## config.mk

```make
export PLATFORM = sky130hd
export DESIGN_NAME = tgq_ctrl
export DESIGN_NICKNAME = d
export VERILOG_FILES = /design/src/hw/rtl/tgq_pkg.sv /design/src/hw/rtl/tgq_ctrl.sv
export SDC_FILE = /design/constraint.sdc
export NUM_CORES = 1
export LEC_CHECK = 0
export ABC_AREA = 1
export BUFFER_PORTS_ARGS = -buffer_cell sky130_fd_sc_hd__buf_2
export CAP_MARGIN = 25
export CORE_AREA = 3 3 40 42
export CTS_CLUSTER_DIAMETER = 40
export DETAILED_ROUTE_END_ITERATION = 12
export DIE_AREA = 0 0 43 45
export HOLD_SLACK_MARGIN = 0.15
export PLACE_DENSITY_LB_ADDON = 0.1
export SYNTH_ARGS = -nofsm -noshare
export SYNTH_HDL_FRONTEND = slang
export SYNTH_SLANG_ARGS = --single-unit
```

## constraint.sdc

```tcl
create_clock -name clk -period 1.1 [get_ports clk]
set_clock_uncertainty 0.1 [all_clocks]
set_input_delay 0.165 -clock clk [delete_from_list [all_inputs] [get_ports clk]]
set_output_delay 0.165 -clock clk [all_outputs]
set_load 0.05 [all_outputs]
```

## src/hw/rtl/tgq_pkg.sv

```systemverilog
// Package for the team grouped queue: sizes, codes and request/result structs.
// Used by every module in hw/rtl; depends on nothing.
package tgq_pkg;
  localparam int IdW   = 10;
  localparam int TeamW = 8;
  localparam int SlotW = 10;
  localparam int IdSpace   = 1 << IdW;
  localparam int TeamCount = 1 << TeamW;
  localparam int Capacity  = 1 << SlotW;

  typedef enum logic [1:0] {
    KIND_BIND = 2'd0,
    KIND_ENQ  = 2'd1,
    KIND_DEQ  = 2'd2,
    KIND_NONE = 2'd3
  } kind_t;

  typedef enum logic [1:0] {
    ST_DONE  = 2'd0,
    ST_ELEM  = 2'd1,
    ST_EMPTY = 2'd2,
    ST_FULL  = 2'd3
  } status_t;

  typedef struct packed {
    logic [1:0]       kind;
    logic [IdW-1:0]   element_id;
    logic [TeamW-1:0] team;
  } request_t;

  typedef struct packed {
    logic [1:0]     status;
    logic [IdW-1:0] element_id_out;
  } result_t;

  // Controller to datapath commands.
  typedef struct packed {
    logic load;     // capture request
    logic clear;    // clear one membership entry
    logic rd1;      // first read phase
    logic rd2;      // second read phase
    logic rd3;      // third read phase
    logic commit;   // write back and emit
  } cmd_t;

  // Datapath to controller status.
  typedef struct packed {
    logic clear_last;
  } stat_t;
endpackage

```

## src/hw/rtl/tgq_ctrl.sv

```systemverilog
// Controller state machine of the team grouped queue.
// Depends on tgq_pkg.
module tgq_ctrl (
  input  logic           clk,
  input  logic           rst,
  input  logic           start,
  input  tgq_pkg::stat_t stat,
  output tgq_pkg::cmd_t  cmd,
  output logic           busy
);
  typedef enum logic [5:0] {
    S_CLEAR  = 6'b000001,
    S_IDLE   = 6'b000010,
    S_RD1    = 6'b000100,
    S_RD2    = 6'b001000,
    S_RD3    = 6'b010000,
    S_COMMIT = 6'b100000
  } state_t;

  state_t state, state_next;

  always_ff @(posedge clk) begin
    if (rst) state <= S_CLEAR;
    else state <= state_next;
  end

  always_comb begin
    state_next = state;
    cmd = '0;
    case (state)
      S_CLEAR: begin
        cmd.clear = 1'b1;
        if (stat.clear_last) state_next = S_IDLE;
      end
      S_IDLE: begin
        cmd.load = start;
        if (start) state_next = S_RD1;
      end
      S_RD1: begin
        cmd.rd1 = 1'b1;
        state_next = S_RD2;
      end
      S_RD2: begin
        cmd.rd2 = 1'b1;
        state_next = S_RD3;
      end
      S_RD3: begin
        cmd.rd3 = 1'b1;
        state_next = S_COMMIT;
      end
      S_COMMIT: begin
        cmd.commit = 1'b1;
        state_next = S_IDLE;
      end
      default: state_next = S_IDLE;
    endcase
  end

  assign busy = (state != S_IDLE);

  a_onehot: assert property (@(posedge clk) disable iff (rst) $onehot(state))
    else $error("state not one-hot");
  a_commit_after_rd3: assert property (@(posedge clk) disable iff (rst)
    cmd.commit |-> $past(cmd.rd3)) else $error("commit without rd3");
  a_load_idle: assert property (@(posedge clk) disable iff (rst)
    cmd.load |=> cmd.rd1) else $error("load not followed by rd1");
endmodule

```

Yosys cells after proc, flatten, opt, wreduce, memory -nomap -nowiden
Index checks and enable logic that the tools add are counted. W data, S select, Z words.

Multiplexer cells: 9. Eq/ne operators: 9. Reduce and logical (&&, ||, !) cells: 1.

Operator list (number): $pmux W6 S5 (1); $mux W6 (2); $eq A6 B1 Y1 const B (1); $eq A6 B2 Y1 const B (1); $eq A6 B3 Y1 const B (1); $eq A6 B4 Y1 const B (1); $eq A6 B5 Y1 const B (1); $eq A6 B6 Y1 const B (1); $mux W1 (6); $ne A6 B2 Y1 const B (1); $ne A2 B2 Y1 const B (2); $reduce_and A2 Y1 (1).

Output and inout bits: 7. Input port bits: 4. Bits in registers: 6. Logic and storage cells: 20.

Depth between registers and ports, before layout
Gate-level depths: netlist of run 1.

Depth after elaboration: 3. Depth in mapped cells: 9. Mapped depth without buffers: 9.

Worst setup path before layout of run 1
No wires, ideal clock.

Path type: register -> output. From: register state[2]. To: output port cmd[5] in the netlist's numbering. Setup slack: -740 ps. Data arrival time: 1575 ps. Required time: 835 ps. Buffers on the path: 0. Cell stages (with the launch flop): 4. Cells stage by stage: dfxtp_1 > nor2_4 > nand3_2 > nor2_1.

RTL lines: start: declaration (line tgq_ctrl.sv:20) `state_t state, state_next;`; start signal: assignment (line tgq_ctrl.sv:24) `else state <= state_next;`; end: declaration (line tgq_ctrl.sv:8) `output tgq_pkg::cmd_t cmd,`.

==> results of run 1 <==
metrics by stage:
step / area [um2] / util (%) / hold slack [ns]
floorplan: 399 / - / 0.130
global placement: 543 / 42.3 / 0.293
detailed placement: 543 / 42.3 / 0.300
CTS: 686 / 53.4 / 0.110
global route: 711 / 55.3 / 0.125
finish: 711 / 55.3 / 0.114
routing by layer:
metal | track usage [%] | part of all wire [%] | vias to the layer above
met5 | 0 | 0 | -
met4 | 7.23 | 1.5 | 0
met3 | 4.38 | 7.2 | 4
met2 | 15.3 | 44 | 13
met1 | 13.3 | 47 | 164
li1 | - | - | 214
worst paths after layout:
check,from,to,slack (ns),cells after the start
setup / recovery,state[5],cmd[4],-0.35,4
hold / removal,stat,state[0],0.11,4
setup reg to reg,state[2],state[1],-0.23,9
hold reg to reg,state[3],state[3],0.49,3
worst reg2reg max path, delay by kind of cell (launching register included):
family | cells | cell delay, ns
buffers and inverters | 3 | 0.27
flip-flops | 1 | 0.33
AND/OR/NAND/NOR | 6 | 0.56
timing repair:
action,4_1_cts,5_1_grt
pin swaps,6,1
hold endpoints to repair,4,1
setup buffers,2,2
endpoints found under the setup margin,10,12
gates resized for setup,29,3
area by class of cell:
| type | count | area, um2 |
|---|---|---|
| clock buffers | 3 | 22.5 |
| fillers | 127 | 574 |
| inverters | 15 | 60.1 |
| multi-input cells | 31 | 233 |
| flip-flops and latches | 6 | 128 |
| well taps | 15 | 18.8 |
| repair buffers | 27 | 249 |
power groups by stage:
stage / Combinational [mW] / Clock [mW] / Sequential [mW]
2_1_floorplan: 0.0957 / 0 / 0.237
3_3_place_gp: 0.136 / 0 / 0.237
5_1_grt: 0.196 / 0.242 / 0.241
4_1_cts: 0.172 / 0.227 / 0.239
3_5_place_dp: 0.136 / 0 / 0.237
6_report: 0.183 / 0.211 / 0.241
layout by cell type (no fill, tap or decap), drive strengths merged:
cell,instances
nand4,2
inv,14
o21ai,1
buf,25
nor2,13
dfxtp,6
nor3,2
clkinvlp,1
clkbuf,3
dlygate4sd3,2
nand2,8
nand3,4
and3,1
cells by family (layout without fill, tap and decap cells):
family / count (synthesis) / after routing
AOI/OAI and AO/OA: 1 / 1
buffers and inverters: 16 / 45
DFF: 6 / 6
and+or+nand+nor: 30 / 30
==> flow_summary.json, run 1 <==
{
  "critPathCaptureType": "primary output",
  "ys_top_cells_by_count": "inv_1, nor2_1, nand2_1, dfxtp_1, nand3_1",
  "clkSinkCount": 6,
  "crit_buf_inv": 2,
  "path_cells": "nor2_4 -> buf_4 -> and3_2 -> buf_8",
  "synth_xor_area_share_pct": 0,
  "hold_class": "primary input to flip-flop",
  "finalCritPeriodShare_pct": 132,
  "finalPower_mw": 0.634,
  "synthSimpleGateAreaFrac_pct": 45.8,
  "cts_buffers": 3,
  "syn-instance-count": 53,
  "synth_warnings": 0,
  "critical-path-top-delay-family": "flip-flops",
  "clk_latency_ns": 0.25,
  "synth_top_family_by_area": "simple AND/OR/NAND/NOR gates",
  "rsz0062_at_grt": "true",
  "cts_tree": "built",
  "hpwlAfterDp_um": 653,
  "top_register": "state",
  "clock_power_share_pct": 33.2,
  "grt_first_pass_wirelength_um": 1460,
  "drt_first_pass_iters": 4,
  "synth_flop_cell": "dfxtp_1",
  "hold_viol": 0,
  "synth.distinct_cells": 16,
  "slew_headroom_pct": 86.4,
  "dp_cells": 88,
  "violations": "negative setup slack",
  "worst_pin_slew_ns": 0.203,
  "grt_usage_pct": 10.8,
  "critical_path_required_ns": 0.83,
  "final_cells": 97,
  "largest_reg_flops": 6,
  "grt_pass1_vias": 373,
  "synthAdderAreaFrac_pct": 0,
  "clockRootBuffer": "clkbuf_4",
  "grt_antenna_before_repair": 0,
  "die_h_um": 45,
  "p_seq_share_pct": 38.0,
  "switching_share_pct": 31.2,
  "power_switching_mw": 0.198,
  "synth_fp_nets": 57,
  "drc": 0,
  "fmax_ghz": 0.689,
  "pin_count": 11,
  "finalMaxSlewViolations": 0,
  "vdd_drop_max_mv": 0.508,
  "cts_max_level": 1,
  "ys_seq_area_share_pct": 33.8,
  "fin_setup_tns_ns": -2.68,
  "vias": 395,
  "cellPowerDensity_nw_per_um2": 892,
  "gp_congestion": 0.749,
  "synth_area_um2": 355,
  "start_kind": "flip-flop",
  "pwr-share-comb_pct": 28.8,
  "postCtsHoldBufs": 2,
  "port_buffers": 10,
  "synthArstFlopShare_pct": 0,
  "setup_slack_ns": -0.351,
  "drive_gt1_share_pct": 67.1,
  "wirelength_um": 849,
  "leakagePower_nw": 0.357,
  "synth_top_area_cell": "dfxtp_1",
  "avgViaCountPerCell": 4.07,
  "area.growth.synth_to_final_pct": 100,
  "ys_ff_latch": 6,
  "netlist_top_cells_area": "dfxtp_1, inv_1, nor2_1, nand2_1, nor2_4",
  "yosys.cell_count.top_type": "inv_1",
  "setup_viol": 9,
  "nNetsFinal": 88,
  "die-area_um2": 1940,
  "ant_nets": 0,
  "maxCapViolCount": 0,
  "status": "finished, violations left",
  "syn_area_per_cell_um2": 6.70,
  "internal_power_mw": 0.436,
  "muxShareOfSynthArea_pct": 0,
  "crit_type": "flip-flop to primary output",
  "synth_edf_count": 0,
  "worst-path-max-fanout": 3,
  "top_regs": "state: 6 flops",
  "cp.arrival_ns": 1.19,
  "path_clk_slew_ns": 0.05,
  "drtIter0Drc": 4,
  "crit_slowest_cell": "dfxtp_2",
  "dp_slack_ns": -0.279,
  "yosysTopAreaCellShare_pct": 33.8,
  "max_stage_delay_ns": 0.33,
  "start_util_pct": 27.7,
  "die_w_um": 43,
  "fin_crit_ns": 1.45,
  "core_um2": 1280,
  "synth_compound_area_share_pct": 2.46,
  "grt_max_degree": 7,
  "clk_path_buf_depth": 2,
  "num_rows": 13,
  "overflow": 0,
  "antenna_cells": 0,
  "routedWlPerCell_um": 8.75
}
Power figures use the tool's default switching activity.
==> run 2, diff against run 1 <==
--- a/config.mk
+++ b/config.mk
@@ -8,10 +8,10 @@
 export ABC_AREA = 1
 export BUFFER_PORTS_ARGS = -buffer_cell sky130_fd_sc_hd__buf_2
 export CAP_MARGIN = 25
-export CORE_AREA = 3 3 40 42
+export CORE_MARGIN = 3
+export CORE_UTILIZATION = 25
 export CTS_CLUSTER_DIAMETER = 40
 export DETAILED_ROUTE_END_ITERATION = 12
-export DIE_AREA = 0 0 43 45
 export HOLD_SLACK_MARGIN = 0.15
 export PLACE_DENSITY_LB_ADDON = 0.1
 export SYNTH_ARGS = -nofsm -noshare
==> run 2 against run 1 <==
Against the previous run:
- the run still ends with negative setup slack left
- count of clock-buffer cells in the layout unchanged
- maximum frequency up 1.1%
- core utilization up 3.3 points
==> flow_summary.json, run 2 (synthesized netlist as in run 1, its figures left out) <==
{
  "wirelength_um": 895,
  "switching_share_pct": 32.2,
  "num_rows": 12,
  "die_h_um": 43.7,
  "gp_congestion": 0.788,
  "start_kind": "flip-flop",
  "hold_viol": 0,
  "cts_buffers": 3,
  "violations": "negative setup slack",
  "finalMaxSlewViolations": 0,
  "avgViaCountPerCell": 4.03,
  "cp.arrival_ns": 1.17,
  "hold_class": "primary input to flip-flop",
  "clk_latency_ns": 0.25,
  "area.growth.synth_to_final_pct": 101,
  "p_seq_share_pct": 38.2,
  "slew_headroom_pct": 83.7,
  "whs_ns": 0.197,
  "critical_path_required_ns": 0.83,
  "cts_max_level": 1,
  "fin_crit_ns": 1.43,
  "multi_input_area_um2": 240,
  "top_regs": "state: 6 flops",
  "core_um2": 1220,
  "cts_tree": "built",
  "crit_type": "flip-flop to primary output",
  "grt_antenna_before_repair": 0,
  "clockRootBuffer": "clkbuf_4",
  "fmax_ghz": 0.697,
  "finalCritPeriodShare_pct": 130,
  "fin_setup_tns_ns": -2.76,
  "clkSinkCount": 6,
  "cellPowerDensity_nw_per_um2": 875,
  "die-area_um2": 1910,
  "ant_nets": 0,
  "overflow": 0,
  "grt_usage_pct": 12.2,
  "vias": 387,
  "maxCapViolCount": 0,
  "drive_gt1_share_pct": 68.3,
  "setup_viol": 11,
  "leakagePower_nw": 0.354,
  "routedWlPerCell_um": 9.32,
  "seq_area_um2": 130,
  "die_w_um": 43.7,
  "fillers": 111,
  "internal_power_mw": 0.423,
  "start_util_pct": 29.2,
  "grt_pass1_vias": 386,
  "rsz0062_at_grt": "true",
  "grt_max_degree": 7,
  "finish.utilization_pct": 58.6,
  "worst_pin_slew_ns": 0.246,
  "setup_slack_ns": -0.335,
  "vdd_drop_max_mv": 0.587,
  "antenna_cells": 0,
  "finalPower_mw": 0.624,
  "clock_power_share_pct": 34.6,
  "pin_count": 11,
  "dp_slack_ns": -0.268,
  "largest_reg_flops": 6,
  "most-common-layout-cells": "inv_1, buf_4, buf_6",
  "hpwlAfterDp_um": 621,
  "drc": 0,
  "power_switching_mw": 0.201,
  "status": "finished, violations left",
  "critPathCaptureType": "primary output",
  "pwr-share-comb_pct": 27.2,
  "worst-path-max-fanout": 6,
  "drt_first_pass_iters": 3,
  "path_clk_slew_ns": 0.05,
  "top_register": "state",
  "port_buffers": 10,
  "grt_first_pass_wirelength_um": 1670,
  "clk_path_buf_depth": 2,
  "nNetsFinal": 88,
  "drtIter0Drc": 6
}
[run 2: cell counts in the layout (fill, tap and decap cells not counted)]
No cell type changed its count.
[run 2: stage by stage]
step | area, um2 | std cells
after floorplan | 399 | 53
after global placement | 542 | 87
after detailed placement | 542 | 87
after CTS | 698 | 96
after global routing | 713 | 96
final | 713 | 96
[run 2: layout make-up]
class | instances | share of cell area (%)
repair buffers | 27 | 34.0
multi-input cells | 31 | 33.7
flip-flops and latches | 6 | 18.2
inverters | 15 | 8.42
clock buffers | 3 | 3.16
well taps | 14 | 2.46
[run 2: final timing paths]
path / slack [ns] / cells after the start / end / from
max: -0.33 / 4 / cmd[5] / state[3]
min: 0.20 / 5 / state[0] / stat
max reg2reg: -0.22 / 9 / state[1] / state[3]
min reg2reg: 0.49 / 3 / state[3] / state[3]
[run 2: critical path, stage by stage (launching register included)]
cell and delay (ns):
dfxtp_2 0.33, nor2_4 0.21, nand3_4 0.13, nor2_4 0.10, buf_6 0.16
[run 2: what timing repair did]
action,in CTS,in global routing
setup buffers,4,1
endpoints found under the hold margin,4,0
endpoints found under the setup margin,11,11
hold buffers,2,0
pin swaps,8,4
gates cloned,0,0
resized for setup,27,7
[run 2: power groups by stage]
stage          combinational [mW]  clock [mW]  sequential (mW)
2_1_floorplan              0.0957           0            0.237
3_3_place_gp                0.137           0            0.238
3_5_place_dp                0.137           0            0.238
4_1_cts                     0.166       0.222            0.236
5_1_grt                     0.185       0.245            0.239
6_report                    0.170       0.216            0.238
[run 2: per-layer routing]
layer	track usage, %	routed length (um)
met1	15.2	417
met4	7.23	4
met2	18.0	430
met3	3.73	42
met5	0	0
==> run 3, diff against run 2 <==
--- a/config.mk
+++ b/config.mk
@@ -8,7 +8,6 @@
 export ABC_AREA = 1
 export BUFFER_PORTS_ARGS = -buffer_cell sky130_fd_sc_hd__buf_2
 export CAP_MARGIN = 25
-export CORE_MARGIN = 3
 export CORE_UTILIZATION = 25
 export CTS_CLUSTER_DIAMETER = 40
 export DETAILED_ROUTE_END_ITERATION = 12
==> run 3 against run 2 <==
Against the previous run:
- the run still ends with negative setup slack left
- critical path depth grew 1
- first-iteration DRC count fell by 67%
- count of clock-buffer cells in the layout did not move
- clock power hardly changed
- sequential cell count unchanged
- core utilization grew 1.3 points
- worst setup slack got worse by 0.038 ns
- cell area up 11%
- register-to-register slack worse by 0.12 ns
- power grew 4.0%
- largest cell class unchanged
==> flow_summary.json, run 3 (synthesized netlist as in run 1, its figures left out) <==
{
  "clk_path_buf_depth": 2,
  "dpl_cell_area_um2": 551,
  "finish.utilization_pct": 59.9,
  "die-area_um2": 1580,
  "ant_nets": 0,
  "area.growth.synth_to_final_pct": 122,
  "final_common_cell": "buf_4",
  "drtIter0Drc": 2,
  "setup_viol": 9,
  "die_h_um": 39.7,
  "clk_latency_ns": 0.25,
  "crit_slowest_cell": "dfxtp_4",
  "maxCapViolCount": 0,
  "status": "finished, violations left",
  "top_regs": "state: 6 flops",
  "drive_gt1_share_pct": 75.9,
  "worst_pin_slew_ns": 0.248,
  "gp_congestion": 0.740,
  "rsz0062_at_grt": "true",
  "clockRootBuffer": "clkbuf_4",
  "clkSinkCount": 6,
  "fmax_ghz": 0.679,
  "path_cells": "nor2_4 -> buf_6 -> nand3_4 -> nor2_4 -> buf_8",
  "die_w_um": 39.7,
  "start_kind": "flip-flop",
  "crit_type": "flip-flop to primary output",
  "fin_crit_ns": 1.47,
  "max_stage_delay_ns": 0.34,
  "path_clk_slew_ns": 0.05,
  "num_rows": 13,
  "drc": 0,
  "avgViaCountPerCell": 4.42,
  "antenna_cells": 0,
  "grt_first_pass_wirelength_um": 1660,
  "grt_antenna_before_repair": 0,
  "dp_slack_ns": -0.264,
  "finalPower_mw": 0.649,
  "finalCritPeriodShare_pct": 134,
  "wirelength_um": 979,
  "grt_pass1_vias": 421,
  "worst-path-max-fanout": 4,
  "setup_slack_ns": -0.373,
  "cts_tree": "built",
  "drt_first_pass_iters": 2,
  "vias": 451,
  "grt_max_degree": 7,
  "cts_max_level": 1,
  "vdd_drop_max_mv": 0.567,
  "hold_viol": 0,
  "final_cell_area_um2": 790,
  "start_util_pct": 27.0,
  "slew_headroom_pct": 83.6,
  "top_register": "state",
  "crit_buf_inv": 2,
  "critPathCaptureType": "primary output",
  "cts_buffers": 3,
  "nNetsFinal": 93,
  "critical_path_required_ns": 0.83,
  "overflow": 0,
  "core_um2": 1320,
  "routedWlPerCell_um": 9.60,
  "fillers": 113,
  "hpwlAfterDp_um": 612,
  "largest_reg_flops": 6,
  "cp.arrival_ns": 1.21,
  "grt_usage_pct": 17.1,
  "port_buffers": 10,
  "violations": "negative setup slack",
  "cellPowerDensity_nw_per_um2": 822,
  "cpMostUsedCell": "nor2_4",
  "hold_class": "primary input to flip-flop",
  "finalMaxSlewViolations": 0,
  "leakagePower_nw": 0.394,
  "pin_count": 11,
  "critical-path-top-delay-family": "flip-flops",
  "most-common-layout-cells": "buf_4, inv_1, buf_6",
  "whs_ns": 0.137
}
## run 3: cell count changes in the layout (fill, tap and decap cells not counted), sizes merged
| cell | change |
|---|---|
| buf | +5 |
## run 3: worst paths after layout
kind             from        to  slack [ns]  cells after the start
min reg2reg  state[3]  state[2]        0.50                      3
max reg2reg  state[5]  state[1]       -0.34                     11
min              stat  state[0]        0.14                      4
max          state[5]    cmd[5]       -0.37                      5
## run 3: what timing repair did
item	4_1_cts	5_1_grt
hold endpoints to repair	4	0
endpoints found under the setup margin	11	12
buffers inserted	6	3
gates cloned	0	0
hold buffers	2	0
pin swaps	8	5
gates resized for setup	35	10
## run 3: report_power, final
part	internal [mW]	switching, mW
Combinational	0.0879	0.107
Clock	0.124	0.0917
Sequential	0.226	0.0123
## run 3: final cells by class
type	instances	area [um2]	share of cell area, %
multi-input cells	31	259	32.8
inverters	15	60.1	7.61
flip-flops and latches	6	130	16.5
well taps	15	18.8	2.38
clock buffers	3	22.5	2.85
repair buffers	32	299	37.9
## run 3: through the flow
step           std cells  TNS (ns)
3_3_place_gp          89     -1.82
4_1_cts              100     -2.96
6_report             102     -3.01
5_1_grt              102     -3.57
3_5_place_dp          89     -1.64
2_1_floorplan         53     -1.32
## run 3: worst reg2reg max path, delay by kind of cell, from the launching register on
family                 cells  cell delay (ns)
buffers and inverters      4             0.41
flip-flops                 1             0.34
AND/OR/NAND/NOR            7             0.48
## run 3: per-layer routing
metal  vias to the layer above  wire [um]  GRT usage, %
met2                        11        516          28.3
met5                         -          0             0
met3                         2         39          6.82
met4                         0         10          10.3
met1                       207        412          17.7
li1                        231          -             -
